<file path="src/rtl/core/ucdc_pkg.sv">
// ucdc_pkg: types, request codes and descriptor tables for the cdc control responder
// standalone package, used by every file under rtl/core
`default_nettype none

package ucdc_pkg;

	typedef struct packed {
		logic [1:0]  req_type;
		logic [7:0]  request_type;
		logic [7:0]  request;
		logic [15:0] value;
		logic [15:0] max_length;
		logic [6:0]  out_count;
		logic [55:0] out_payload;
	} in_t;

	typedef enum logic [1:0] {
		ACT_NONE  = 2'd0,
		ACT_ZLP   = 2'd1,
		ACT_DATA  = 2'd2,
		ACT_STALL = 2'd3
	} act_t;

	typedef struct packed {
		act_t        action;
		logic [63:0] data_word;
		logic [3:0]  byte_count;
		logic        last_word;
		logic [6:0]  out_address;
		logic        out_address_enable;
		logic        out_configured;
		logic [31:0] out_rate;
		logic [7:0]  out_stop;
		logic [7:0]  out_parity;
		logic [7:0]  out_data_bits;
	} out_t;

	typedef enum logic [1:0] {
		PEND_NONE = 2'd0,
		PEND_ADDR = 2'd1,
		PEND_LINE = 2'd2
	} pend_t;

	typedef enum logic [1:0] {
		SEL_DEV = 2'd0,
		SEL_CFG = 2'd1,
		SEL_STR = 2'd2
	} sel_t;

	typedef enum logic [1:0] {
		ST_IDLE   = 2'd0,
		ST_DECODE = 2'd1,
		ST_LOAD   = 2'd2,
		ST_SEND   = 2'd3
	} state_t;

	typedef struct packed {
		logic capture;
		logic decode;
		logic load;
	} cmd_t;

	typedef struct packed {
		logic last;
	} sts_t;

	localparam logic [1:0] EV_SETUP = 2'd0;
	localparam logic [1:0] EV_OUT   = 2'd1;
	localparam logic [1:0] EV_IN    = 2'd2;

	localparam logic [7:0] RT_STD_OUT     = 8'h00;
	localparam logic [7:0] RT_CLASS_IF    = 8'h21;
	localparam logic [7:0] REQ_SET_ADDR   = 8'h05;
	localparam logic [7:0] REQ_GET_DESC   = 8'h06;
	localparam logic [7:0] REQ_SET_CONFIG = 8'h09;
	localparam logic [7:0] REQ_SET_LINE   = 8'h20;
	localparam logic [7:0] REQ_SET_CTRL   = 8'h22;

	localparam logic [7:0] DT_DEVICE    = 8'h01;
	localparam logic [7:0] DT_CONFIG    = 8'h02;
	localparam logic [7:0] DT_STRING    = 8'h03;
	localparam logic [7:0] DT_QUALIFIER = 8'h06;
	localparam logic [7:0] DT_BOS       = 8'h0f;

	localparam logic [6:0] LINE_CODING_LEN = 7'd7;
	localparam logic [6:0] DEV_LEN = 7'd18;
	localparam logic [6:0] CFG_LEN = 7'd75;
	localparam logic [6:0] STR_MAX = 7'd16;

	localparam logic [7:0] DEV_ROM [18] = '{
		8'h12, 8'h01, 8'h10, 8'h02, 8'hef, 8'h02, 8'h01, 8'h40, 8'hdb, 8'hdb,
		8'h78, 8'h56, 8'h00, 8'h01, 8'h01, 8'h02, 8'h03, 8'h01
	};

	localparam logic [7:0] CFG_ROM [75] = '{
		8'h09, 8'h02, 8'h4b, 8'h00, 8'h02, 8'h01, 8'h00, 8'h80, 8'hfa,
		8'h08, 8'h0b, 8'h00, 8'h02, 8'h02, 8'h02, 8'h00, 8'h00,
		8'h09, 8'h04, 8'h00, 8'h00, 8'h01, 8'h02, 8'h02, 8'h00, 8'h00,
		8'h05, 8'h24, 8'h00, 8'h10, 8'h01,
		8'h04, 8'h24, 8'h02, 8'h06,
		8'h05, 8'h24, 8'h06, 8'h00, 8'h01,
		8'h05, 8'h24, 8'h01, 8'h03, 8'h01,
		8'h07, 8'h05, 8'h83, 8'h03, 8'h08, 8'h00, 8'hff,
		8'h09, 8'h04, 8'h01, 8'h00, 8'h02, 8'h0a, 8'h00, 8'h00, 8'h00,
		8'h07, 8'h05, 8'h81, 8'h02, 8'h40, 8'h00, 8'h00,
		8'h07, 8'h05, 8'h02, 8'h02, 8'h40, 8'h00, 8'h00
	};

	localparam logic [7:0] STR_ROM [4][16] = '{
		'{8'h04, 8'h03, 8'h09, 8'h04, 8'h00, 8'h00, 8'h00, 8'h00,
		  8'h00, 8'h00, 8'h00, 8'h00, 8'h00, 8'h00, 8'h00, 8'h00},
		'{8'h10, 8'h03, 8'h54, 8'h00, 8'h65, 8'h00, 8'h73, 8'h00,
		  8'h74, 8'h00, 8'h69, 8'h00, 8'h6e, 8'h00, 8'h67, 8'h00},
		'{8'h0e, 8'h03, 8'h53, 8'h00, 8'h41, 8'h00, 8'h4d, 8'h00,
		  8'h44, 8'h00, 8'h35, 8'h00, 8'h31, 8'h00, 8'h00, 8'h00},
		'{8'h0e, 8'h03, 8'h31, 8'h00, 8'h32, 8'h00, 8'h33, 8'h00,
		  8'h34, 8'h00, 8'h35, 8'h00, 8'h36, 8'h00, 8'h00, 8'h00}
	};

	localparam logic [6:0] STR_LEN [4] = '{7'd4, 7'd16, 7'd14, 7'd14};

	function automatic logic [7:0] rom_byte(input sel_t sel, input logic [1:0] sidx,
		input logic [6:0] addr);
		logic [7:0] b;
		b = 8'h00;
		case (sel)
			SEL_DEV: begin
				if (addr < DEV_LEN) b = DEV_ROM[addr[4:0]];
			end
			SEL_CFG: begin
				if (addr < CFG_LEN) b = CFG_ROM[addr];
			end
			SEL_STR: begin
				if (addr < STR_MAX) b = STR_ROM[sidx][addr[3:0]];
			end
			default: b = 8'h00;
		endcase
		return b;
	endfunction

endpackage

`default_nettype wire

</file>
<file path="src/rtl/core/ucdc_ctrl.sv">
// ucdc_ctrl: sequencer for the cdc control responder, capture, decode, load and send
// depends on ucdc_pkg
`default_nettype none

module ucdc_ctrl (
	input  wire           clk,
	input  wire           arst_n,
	input  wire           item_valid,
	output logic          item_ready,
	output logic          result_valid,
	input  wire           result_ready,
	output ucdc_pkg::cmd_t cmd,
	input  ucdc_pkg::sts_t sts
);
	import ucdc_pkg::*;

	state_t state_q;
	state_t state_nxt;

	always_ff @(posedge clk or negedge arst_n) begin
		if (!arst_n) begin
			state_q <= ST_IDLE;
		end else begin
			state_q <= state_nxt;
		end
	end

	always_comb begin
		state_nxt = state_q;
		case (state_q)
			ST_IDLE: begin
				if (item_valid) state_nxt = ST_DECODE;
			end
			ST_DECODE: state_nxt = ST_LOAD;
			ST_LOAD:   state_nxt = ST_SEND;
			ST_SEND: begin
				if (result_ready) state_nxt = sts.last ? ST_IDLE : ST_LOAD;
			end
			default: state_nxt = ST_IDLE;
		endcase
	end

	always_comb begin
		item_ready   = 1'b0;
		result_valid = 1'b0;
		cmd          = '0;
		case (state_q)
			ST_IDLE: begin
				item_ready  = 1'b1;
				cmd.capture = item_valid;
			end
			ST_DECODE: cmd.decode = 1'b1;
			ST_LOAD:   cmd.load = 1'b1;
			ST_SEND:   result_valid = 1'b1;
			default: begin
				item_ready   = 1'b0;
				result_valid = 1'b0;
			end
		endcase
	end

endmodule

`default_nettype wire

</file>
<file path="src/rtl/core/ucdc_dp.sv">
// ucdc_dp: request decode, device state registers and descriptor word builder
// depends on ucdc_pkg
`default_nettype none

module ucdc_dp (
	input  wire            clk,
	input  wire            arst_n,
	input  ucdc_pkg::cmd_t cmd,
	input  ucdc_pkg::in_t  item,
	output ucdc_pkg::sts_t sts,
	output ucdc_pkg::out_t result
);
	import ucdc_pkg::*;

	in_t         item_q;
	pend_t       pend_q;
	logic [6:0]  paddr_q;
	logic [6:0]  bus_q;
	logic        aen_q;
	logic        cfg_q;
	logic [31:0] rate_q;
	logic [7:0]  stop_q;
	logic [7:0]  parity_q;
	logic [7:0]  dbits_q;
	act_t        act_q;
	logic        stream_q;
	sel_t        sel_q;
	logic [1:0]  sidx_q;
	logic [6:0]  n_q;
	logic [6:0]  pos_q;
	out_t        result_q;

	pend_t       pend_nxt;
	logic [6:0]  paddr_nxt;
	logic [6:0]  bus_nxt;
	logic        aen_nxt;
	logic        cfg_nxt;
	logic [31:0] rate_nxt;
	logic [7:0]  stop_nxt;
	logic [7:0]  parity_nxt;
	logic [7:0]  dbits_nxt;
	act_t        dec_act;
	logic        dec_stream;
	sel_t        dec_sel;
	logic [1:0]  dec_sidx;
	logic [6:0]  dec_len;
	logic [6:0]  dec_n;
	logic [7:0]  dtype;
	logic [6:0]  remain;
	logic [3:0]  cnt;
	logic [63:0] word;
	out_t        result_nxt;

	always_comb begin
		pend_nxt   = pend_q;
		paddr_nxt  = paddr_q;
		bus_nxt    = bus_q;
		aen_nxt    = aen_q;
		cfg_nxt    = cfg_q;
		rate_nxt   = rate_q;
		stop_nxt   = stop_q;
		parity_nxt = parity_q;
		dbits_nxt  = dbits_q;
		dec_act    = ACT_NONE;
		dec_stream = 1'b0;
		dec_sel    = SEL_DEV;
		dec_sidx   = 2'd0;
		dec_len    = 7'd0;
		dtype      = item_q.value[15:8];
		case (item_q.req_type)
			EV_SETUP: begin
				if (item_q.request_type == RT_STD_OUT && item_q.request == REQ_SET_CONFIG) begin
					cfg_nxt = 1'b1;
					dec_act = ACT_ZLP;
				end else if (item_q.request_type == RT_CLASS_IF) begin
					if (item_q.request == REQ_SET_LINE) begin
						pend_nxt = PEND_LINE;
					end else if (item_q.request == REQ_SET_CTRL) begin
						dec_act = ACT_ZLP;
					end
				end else if (item_q.request_type[7]) begin
					if (item_q.request_type[6:0] == 7'd0 && item_q.request == REQ_GET_DESC) begin
						if (dtype == DT_DEVICE) begin
							dec_stream = 1'b1;
							dec_sel    = SEL_DEV;
							dec_len    = DEV_LEN;
						end else if (dtype == DT_CONFIG) begin
							dec_stream = 1'b1;
							dec_sel    = SEL_CFG;
							dec_len    = CFG_LEN;
						end else if (dtype == DT_STRING) begin
							dec_stream = 1'b1;
							dec_sel    = SEL_STR;
							dec_sidx   = (item_q.value[7:2] == 6'd0) ? item_q.value[1:0] : 2'd0;
							dec_len    = STR_LEN[dec_sidx];
						end else if (dtype == DT_QUALIFIER || dtype == DT_BOS) begin
							dec_act = ACT_STALL;
						end
					end
				end else if (item_q.request == REQ_SET_ADDR) begin
					paddr_nxt = item_q.value[6:0];
					pend_nxt  = PEND_ADDR;
					dec_act   = ACT_ZLP;
				end
			end
			EV_OUT: begin
				if (pend_q == PEND_LINE) begin
					if (item_q.out_count == LINE_CODING_LEN) begin
						rate_nxt   = item_q.out_payload[31:0];
						stop_nxt   = item_q.out_payload[39:32];
						parity_nxt = item_q.out_payload[47:40];
						dbits_nxt  = item_q.out_payload[55:48];
					end
					pend_nxt = PEND_NONE;
					dec_act  = ACT_ZLP;
				end
			end
			EV_IN: begin
				if (pend_q == PEND_ADDR) begin
					bus_nxt  = paddr_q;
					aen_nxt  = 1'b1;
					pend_nxt = PEND_NONE;
				end
			end
			default: dec_act = ACT_NONE;
		endcase
		dec_n = (item_q.max_length < {9'd0, dec_len}) ? item_q.max_length[6:0] : dec_len;
		if (dec_stream && dec_n == 7'd0) begin
			dec_stream = 1'b0;
			dec_act    = ACT_ZLP;
		end
	end

	always_comb begin
		remain = n_q - pos_q;
		cnt    = (remain > 7'd8) ? 4'd8 : remain[3:0];
		word   = '0;
		for (int i = 0; i < 8; i++) begin
			if (4'(i) < cnt) word[8*i +: 8] = rom_byte(sel_q, sidx_q, pos_q + 7'(i));
		end
		result_nxt                    = '0;
		result_nxt.out_address        = bus_q;
		result_nxt.out_address_enable = aen_q;
		result_nxt.out_configured     = cfg_q;
		result_nxt.out_rate           = rate_q;
		result_nxt.out_stop           = stop_q;
		result_nxt.out_parity         = parity_q;
		result_nxt.out_data_bits      = dbits_q;
		if (stream_q) begin
			result_nxt.action     = ACT_DATA;
			result_nxt.data_word  = word;
			result_nxt.byte_count = cnt;
			result_nxt.last_word  = (remain <= 7'd8);
		end else begin
			result_nxt.action    = act_q;
			result_nxt.last_word = 1'b1;
		end
	end

	always_ff @(posedge clk or negedge arst_n) begin
		if (!arst_n) begin
			pend_q   <= PEND_NONE;
			paddr_q  <= '0;
			bus_q    <= '0;
			aen_q    <= 1'b0;
			cfg_q    <= 1'b0;
			rate_q   <= '0;
			stop_q   <= '0;
			parity_q <= '0;
			dbits_q  <= '0;
		end else if (cmd.decode) begin
			pend_q   <= pend_nxt;
			paddr_q  <= paddr_nxt;
			bus_q    <= bus_nxt;
			aen_q    <= aen_nxt;
			cfg_q    <= cfg_nxt;
			rate_q   <= rate_nxt;
			stop_q   <= stop_nxt;
			parity_q <= parity_nxt;
			dbits_q  <= dbits_nxt;
		end
	end

	always_ff @(posedge clk) begin
		if (cmd.capture) item_q <= item;
		if (cmd.decode) begin
			act_q    <= dec_act;
			stream_q <= dec_stream;
			sel_q    <= dec_sel;
			sidx_q   <= dec_sidx;
			n_q      <= dec_n;
			pos_q    <= 7'd0;
		end
		if (cmd.load) begin
			result_q <= result_nxt;
			pos_q    <= pos_q + 7'd8;
		end
	end

	assign result   = result_q;
	assign sts.last = result_q.last_word;

endmodule

`default_nettype wire

</file>
<file path="src/rtl/core/usb_cdc_control_responder.sv">
// usb_cdc_control_responder: cdc-acm control endpoint responder, top level
// an event beat taken in idle passes through decode and load before result is valid
// further descriptor words are each loaded once the previous beat is accepted
// up to 10 words per event; one event at a time, the next taken after the last beat
// reset clears the sequencer and all device state (address, configuration, line coding)
// depends on ucdc_pkg, ucdc_ctrl, ucdc_dp
`default_nettype none

module usb_cdc_control_responder (
	input  wire             clk,
	input  wire             arst_n,
	input  wire             item_valid,
	output logic            item_ready,
	input  ucdc_pkg::in_t   item,
	output logic            result_valid,
	input  wire             result_ready,
	output ucdc_pkg::out_t  result
);
	import ucdc_pkg::*;

	cmd_t cmd;
	sts_t sts;

	ucdc_ctrl u_ctrl (
		.clk          (clk),
		.arst_n       (arst_n),
		.item_valid   (item_valid),
		.item_ready   (item_ready),
		.result_valid (result_valid),
		.result_ready (result_ready),
		.cmd          (cmd),
		.sts          (sts)
	);

	ucdc_dp u_dp (
		.clk    (clk),
		.arst_n (arst_n),
		.cmd    (cmd),
		.item   (item),
		.sts    (sts),
		.result (result)
	);

endmodule

`default_nettype wire

</file>
<file path="config.mk">
export PLATFORM = sky130hd
export DESIGN_NAME = usb_cdc_control_responder
export DESIGN_NICKNAME = d
export VERILOG_FILES = /design/src/rtl/core/ucdc_pkg.sv /design/src/rtl/core/ucdc_ctrl.sv /design/src/rtl/core/ucdc_dp.sv /design/src/rtl/core/usb_cdc_control_responder.sv
export SDC_FILE = /design/constraint.sdc
export NUM_CORES = 1
export LEC_CHECK = 0
export BUFFER_PORTS_ARGS = -buffer_cell sky130_fd_sc_hd__buf_4
export CORE_MARGIN = 3
export CORE_UTILIZATION = 49
export DETAILED_ROUTE_END_ITERATION = 8
export HOLD_SLACK_MARGIN = 0.06
export PLACE_DENSITY_LB_ADDON = 0.25
export SKIP_CTS_REPAIR_TIMING = 1
export SLEW_MARGIN = 15
export SYNTH_ARGS = -nofsm -noshare
export SYNTH_HDL_FRONTEND = slang
export SYNTH_SLANG_ARGS = --single-unit
</file>
<file path="constraint.sdc">
create_clock -name clk -period 3.7 [get_ports clk]
set_input_delay 0.74 -clock clk [delete_from_list [all_inputs] [get_ports clk]]
set_output_delay 0.74 -clock clk [all_outputs]
set_load 0.01 [all_outputs]
</file>
# Word-level counts from Yosys, hierarchy flattened
# Memory sizes are Yosys's and may differ from the RTL's.
# Index checks and enable logic that the tools add are counted.
[totals]
regBits = 346
mem_bits_ro = 10240
inputBits = 117
output_inout_bits = 138
word_cells = 366
mem_count = 16
[mem_list]
columns = ["name", "depth", "word_bits", "read_ports", "rd_clocked_by_memory_dff", "write_ports", "line", "text"]
rows = [
  ["(no name shown)", 128, 8, 1, 0, 0, "ucdc_pkg.sv:131", "if (addr < CFG_LEN) b = CFG_ROM[addr];"],
  ["(no name shown)", 128, 8, 1, 0, 0, "ucdc_pkg.sv:131", ""],
  ["(no name shown)", 128, 8, 1, 0, 0, "ucdc_pkg.sv:131", ""],
  ["(no name shown)", 128, 8, 1, 0, 0, "ucdc_pkg.sv:131", ""],
  ["(no name shown)", 128, 8, 1, 0, 0, "ucdc_pkg.sv:131", ""],
  ["(no name shown)", 128, 8, 1, 0, 0, "ucdc_pkg.sv:131", ""],
  ["10 more memories", "-", "-", "-", "-", "-", "-", ""],
]
[classes]
addsub = 9
order_cmp = 61
n_eq_ne = 29
mux = 147
bitwise_logic = 32
reduce_logical = 30
[op_table]
columns = ["cell", "count"]
rows = [
  ["$mux W8", 72],
  ["$bmux W128 S2", 1],
  ["$bmux W8 S4", 8],
  ["$mux W128", 2],
  ["$pmux W8 S3", 8],
  ["$lt A7 B5 Y1 const B", 16],
  ["$mux W7", 13],
  ["$ge A8 B8 Y1 const B", 8],
  ["$not A7 Y8", 8],
  ["$lt A7 B7 Y1 const B", 8],
  ["$ge A6 B6 Y1 const B", 8],
  ["$not A5 Y6", 8],
  ["$mux W2", 21],
  ["$ge A5 B5 Y1 const B", 8],
  ["$not A4 Y5", 8],
  ["$add A7 B3 Y7 const B", 4],
  ["$eq A8 B3 Y1 const B", 3],
  ["$eq A8 B6 Y1 const B", 3],
  ["$reduce_and A2 Y1", 9],
  ["$mux W1", 17],
  ["$eq A8 B2 Y1 const B", 2],
  ["$eq A8 B4 Y1 const B", 2],
  ["$lt A16 B7 Y1", 1],
  ["$lt A3 B4 Y1 const A", 4],
  ["other kinds (39)", 66],
]

# Depth between registers and ports, before layout
[logic_depth]
word_depth = 18
depth_mapped = 14
ltp_nobuf = 14

# Cells and area by module
# From an unflattened synthesis, not the netlist that was laid out.
[hier_totals]
cells_unflattened = 796
hier_area_um2 = 12881.1
[modules_own_cells]
columns = ["mod", "n_inst", "cells_each", "area_per_inst_um2"]
rows = [
  ["ucdc_dp", 1, 785, 12779.8],
  ["ucdc_ctrl", 1, 11, 101.3],
]

# Worst setup path before layout
# Ideal clock, no wire load.
[synth_path]
path_type = "reg-to-reg"
from = "register u_ctrl.state_q[0]"
to = "register u_ctrl.state_q[1]"
setup_time_ps = 85
arrival_time_ps = 3895
path_slack_ps = -280
path_stages_with_launch = 5
path_cell_list = "dfrtp_1 > inv_1 > ha_1 > nor3_1 > a21oi_1"
[synth_between]
elab_chain_cells = 3
word_cells_on_any_way = 8
cone_classes = "eq/ne (5); mux (1); reduce/logical (2)"
[synth_rtl]
columns = ["item", "line", "text"]
rows = [
  ["start, declared", "ucdc_ctrl.sv:17", "state_t state_q;"],
  ["start signal, assigned", "ucdc_ctrl.sv:24", "state_q <= state_nxt;"],
  ["$eq A2 B2 Y1 or $logic_not A2 Y1 (tied branches)", "ucdc_ctrl.sv:30", "case (state_q)"],
  ["$ne A2 B2 Y1 (no source line)", "-", ""],
  ["$reduce_and A2 Y1 (no source line)", "-", ""],
]
# Parallel ways exist; a longest one is shown, timed or not.
# A chain may end at the register's enable or synchronous reset.

# Final worst setup path
[layout_path]
from = "register u_dp.item_q[111] in the netlist's numbering"
to = "register u_dp.act_q[0] (data pin)"
[layout_between]
elab_chain_cells = 6
word_cells_on_any_way = 9
cone_classes = "order compare (1); eq/ne (1); mux (4); reduce/logical (3)"
[layout_rtl]
columns = ["item", "line", "text"]
rows = [
  ["start, declared", "ucdc_dp.sv:15", "in_t item_q;"],
  ["start signal, assigned", "ucdc_dp.sv:185", "if (cmd.capture) item_q <= item;"],
  ["$logic_not A2 Y1", "ucdc_dp.sv:70", "case (item_q.req_type)"],
  ["$mux W7", "ucdc_dp.sv:70", ""],
  ["$lt A16 B7 Y1", "ucdc_dp.sv:127", "dec_n = (item_q.max_length < {9'd0, dec_len}) ? item_q.max_length[6:0] : dec_len;"],
  ["$mux W7", "ucdc_dp.sv:127", ""],
  ["$logic_not A7 Y1", "ucdc_dp.sv:128", "if (dec_stream && dec_n == 7'd0) begin"],
  ["$logic_and A1 B1 Y1", "ucdc_dp.sv:128", ""],
  ["end signal, assigned", "ucdc_dp.sv:187", "act_q <= dec_act;"],
  ["end, declared", "ucdc_dp.sv:25", "act_t act_q;"],
]
# Parallel ways exist; a longest one is shown, timed or not.

==> results.ini <==
[die]
die-width_um = 168
die_area_mm2 = 0.0281
core_area_mm2 = 0.0254
fp.dieH_um = 168
ios = 255
rows = 58
start_util_pct = 50.3

[drt]
met2_length_um = 13300
wl_met3_um = 1960
drc_errors = 0
wl_per_cell_um = 18.3
vias = 7564
drtIter0Drc = 396
top_layer_used = met4
wl_um = 26500
avgViaCountPerCell = 5.25
wl_met1_um = 10500
ant_nets = 0
dr.pass1.iters = 6

[min_path]
hp-class = primary input to asynchronous set/reset pin

[sta]
setup_viol = 0
worstMarginPinSlew_ps = 793
tns_ps = 0
timing.final.max_slew_violations = 0
max_freq_mhz = 286
layout_setup_ws_ps = 198
grt_setup_unrepaired = false
whs_ps = 253
period_share_pct = 94.6
timing.final.hold_violations = 0
fin_crit_ps = 3500
clock_skew_ps = 11.0
slew_headroom_pct = 46.6

[clock_tree]
clk_path_buf_depth = 3
cts_tree = built
cts.sinks = 330
numCtsBuffers = 35
root_buffer = clkbuf_16
path_clk_slew_ps = 60
h-tree-depth = 2
clk_latency_ps = 500

[global_route]
overflow = 0
grt.total_usage_pct = 18.7
antenna_found_initial = 0
grt_pass1_wl_um = 41800
grt_max_degree = 60
first_global_vias = 7864

[yosys]
syn-mean-instance-area_um2 = 15.8
synthCells = 807
synth_area_mm2 = 0.0128
yosys_warnings = 0
ys_seq_area_share_pct = 74.5
synth_xor_area_share_pct = 0.205
synth_compound_area_share_pct = 5.21
yosys.area.top_type_share_pct = 59.7
ys_types = 59
post-synth-top-area-cell = edfxtp_1
netlist_top_cells_area = edfxtp_1 60%, dfrtp_1 15%, mux2_2 6.3%
synthFlopType = edfxtp_1
synth_top_family_by_area = simple AND/OR/NAND/NOR gates
yosys.area_share.simple_pct = 7.82
synthMuxAreaShare_pct = 6.83
synth_adder_area_share_pct = 3.13
async_flop_share_pct = 23.0
ys_ff_latch = 330
synth_edf_count = 254

[power_and_ir_drop]
p_int_mw = 8.21
leakage_nw = 6.63
power_frac_comb_pct = 25.9
seq_power_share_pct = 46.2
power_mw = 11.6
p_sw_share_pct = 29.5
p_clk_share_pct = 27.9
peakVddDrop_mv = 0.428
switchingPower_mw = 3.43
power_density_mw_per_mm2 = 719

[setup_path]
critPathArrivalTime_ps = 3750
critPathMaxStageDelay_ps = 630
startpoint_type = flip-flop
crit_type = flip-flop to flip-flop
cp_max_fo = 7
crit_path_cell_trace = inv_1 -> ha_1 -> or4b_2 -> nor3_4 -> buf_4 -> buf_4 -> o21ai_1 -> a31o_2 -> ha_1 -> nand4_1 -> a21oi_1 -> a21oi_4 -> a31o_1
crit_buf_inv = 3
path_delay_family = compound AO/OA/AOI/OAI gates
required_ps = 3950
crit_path_end_kind = flip-flop
cp_slowest_cell = or4b_2

[finish]
final_cell_mix = 267 x buf_4, 254 x edfxtp_1, 76 x dfrtp_1
layout.nets = 1237
layout_commonest_cell = buf_4
areaGrowthSynthToFinish_pct = 26.7
fin_area_mm2 = 0.0162
drive_above_1_share_pct = 37.1
insertedDiodeCount = 0

[placed_design]
gp_congestion = 0.872
placed_area_mm2 = 0.0151
pre_cts_ws_ps = 79.6
portBuffers = 245
hpwlAfterDp_um = 18700

[status]
outcome = finished, final reports clean

[flow_run]
cap_violations = 0

-- cells by family (layout without fill, tap and decap cells) --
group,Yosys count,count (layout)
simple gates,192,192
compound gates,109,109
buf+inv,62,359
other cells,1,9
fa+ha+maj,32,32
flops,330,330
xor+xnor,3,3
mux,78,78
-- worst reg2reg max path: stages, from the launching register on --
cell,delay (ps)
edfxtp_1,420
inv_1,110
ha_1,180
or4b_2,630
nor3_4,270
buf_4,160
buf_4,100
o21ai_1,80
a31o_2,250
ha_1,270
nand4_1,90
a21oi_1,310
a21oi_4,160
a31o_1,230
-- power groups by stage --
stage | Sequential [mW] | Clock, mW | Combinational, mW
5_1_grt | 5.46 | 3.51 | 3.30
3_3_place_gp | 5.43 | 0 | 3.01
3_5_place_dp | 5.45 | 0 | 3.03
6_report | 5.37 | 3.25 | 3.02
4_1_cts | 5.38 | 3.34 | 3.04
2_1_floorplan | 5.68 | 0 | 1.33
-- state kept, by name, summed over array words and instances, names as in the netlist --
signal and count:
u_dp.dbits_q 8, u_dp.pend_q 2, u_dp.n_q 7, u_dp.bus_q 7, u_dp.cfg_q 1, u_dp.result 122
u_dp.item_q 105, u_dp.paddr_q 7, u_dp.sidx_q 2, u_dp.parity_q 8, u_dp.stop_q 8, u_dp.sts 1
u_dp.act_q 2, u_ctrl.state_q 2, u_dp.sel_q 2, u_dp.aen_q 1, u_dp.rate_q 32, u_dp.pos_q 4
u_dp.dtype 8, u_dp.stream_q 1
-- cell usage after synthesis (all sizes together), types with 3 or more instances --
| cell | n |
|---|---|
| a31o | 3 |
| edfxtp | 254 |
| dfrtp | 76 |
| or4 | 7 |
| o21ai | 27 |
| nand4 | 5 |
| and2 | 8 |
| a21oi | 39 |
| nor4 | 11 |
| ha | 32 |
| nor3b | 4 |
| a21o | 3 |
| or2 | 7 |
| nand2 | 52 |
| nand2b | 7 |
| nor3 | 11 |
| mux2 | 74 |
| nor2 | 48 |
| nand3b | 3 |
| buf | 17 |
| a22oi | 3 |
| or3 | 5 |
| mux2i | 4 |
| a31oi | 16 |
| inv | 29 |
| nor2b | 10 |
| nand3 | 7 |
| clkbuf | 16 |
| o211ai | 4 |
| xnor2 | 3 |
-- path summary, 6_finish.rpt --
kind                                               end                  startpoint  slack [ps]  depth (start not counted)
max reg2reg                u_dp.act_q[0]$_SDFFCE_PP1P_  u_dp.item_q[111]$_DFFE_PP_         200                         13
max in group asynchronous   u_dp.pend_q[1]$_DFFE_PN0P_                      arst_n        2660                          2
max                        u_dp.act_q[0]$_SDFFCE_PP1P_  u_dp.item_q[111]$_DFFE_PP_         200                         13
min                         u_dp.stop_q[7]$_DFFE_PN0P_                      arst_n         250                          1
min reg2reg                  u_dp.result[63]$_DFFE_PP_   u_dp.bus_q[5]$_DFFE_PN0P_         440                          0
min in group clk             u_dp.item_q[66]$_DFFE_PP_                    item[66]         420                          1
-- metal layers --
layer | GRT usage (%) | vias up
li1 | - | 3555
met1 | 24.0 | 3674
met2 | 31.7 | 291
met3 | 4.63 | 44
met4 | 6.08 | 0
met5 | 0 | -
-- area by class of cell --
cell class	instances	area, µm²
Timing Repair Buffer	269	2040
Clock buffer	46	947
Multi-Input combinational cell	423	3030
Tap cell	330	413
Fill cell	1902	9200
Clock inverter	15	128
Sequential cell	330	9530
Inverter	29	109
-- per-stage QoR --
step                      util [%]  cells
after floorplan                  -    815
after global placement        59.4   1377
after detailed placement      59.4   1377
after CTS                     63.6   1438
after global routing          63.8   1442
final                         63.8   1442
Note: power is estimated with default switching activity, not from simulation.
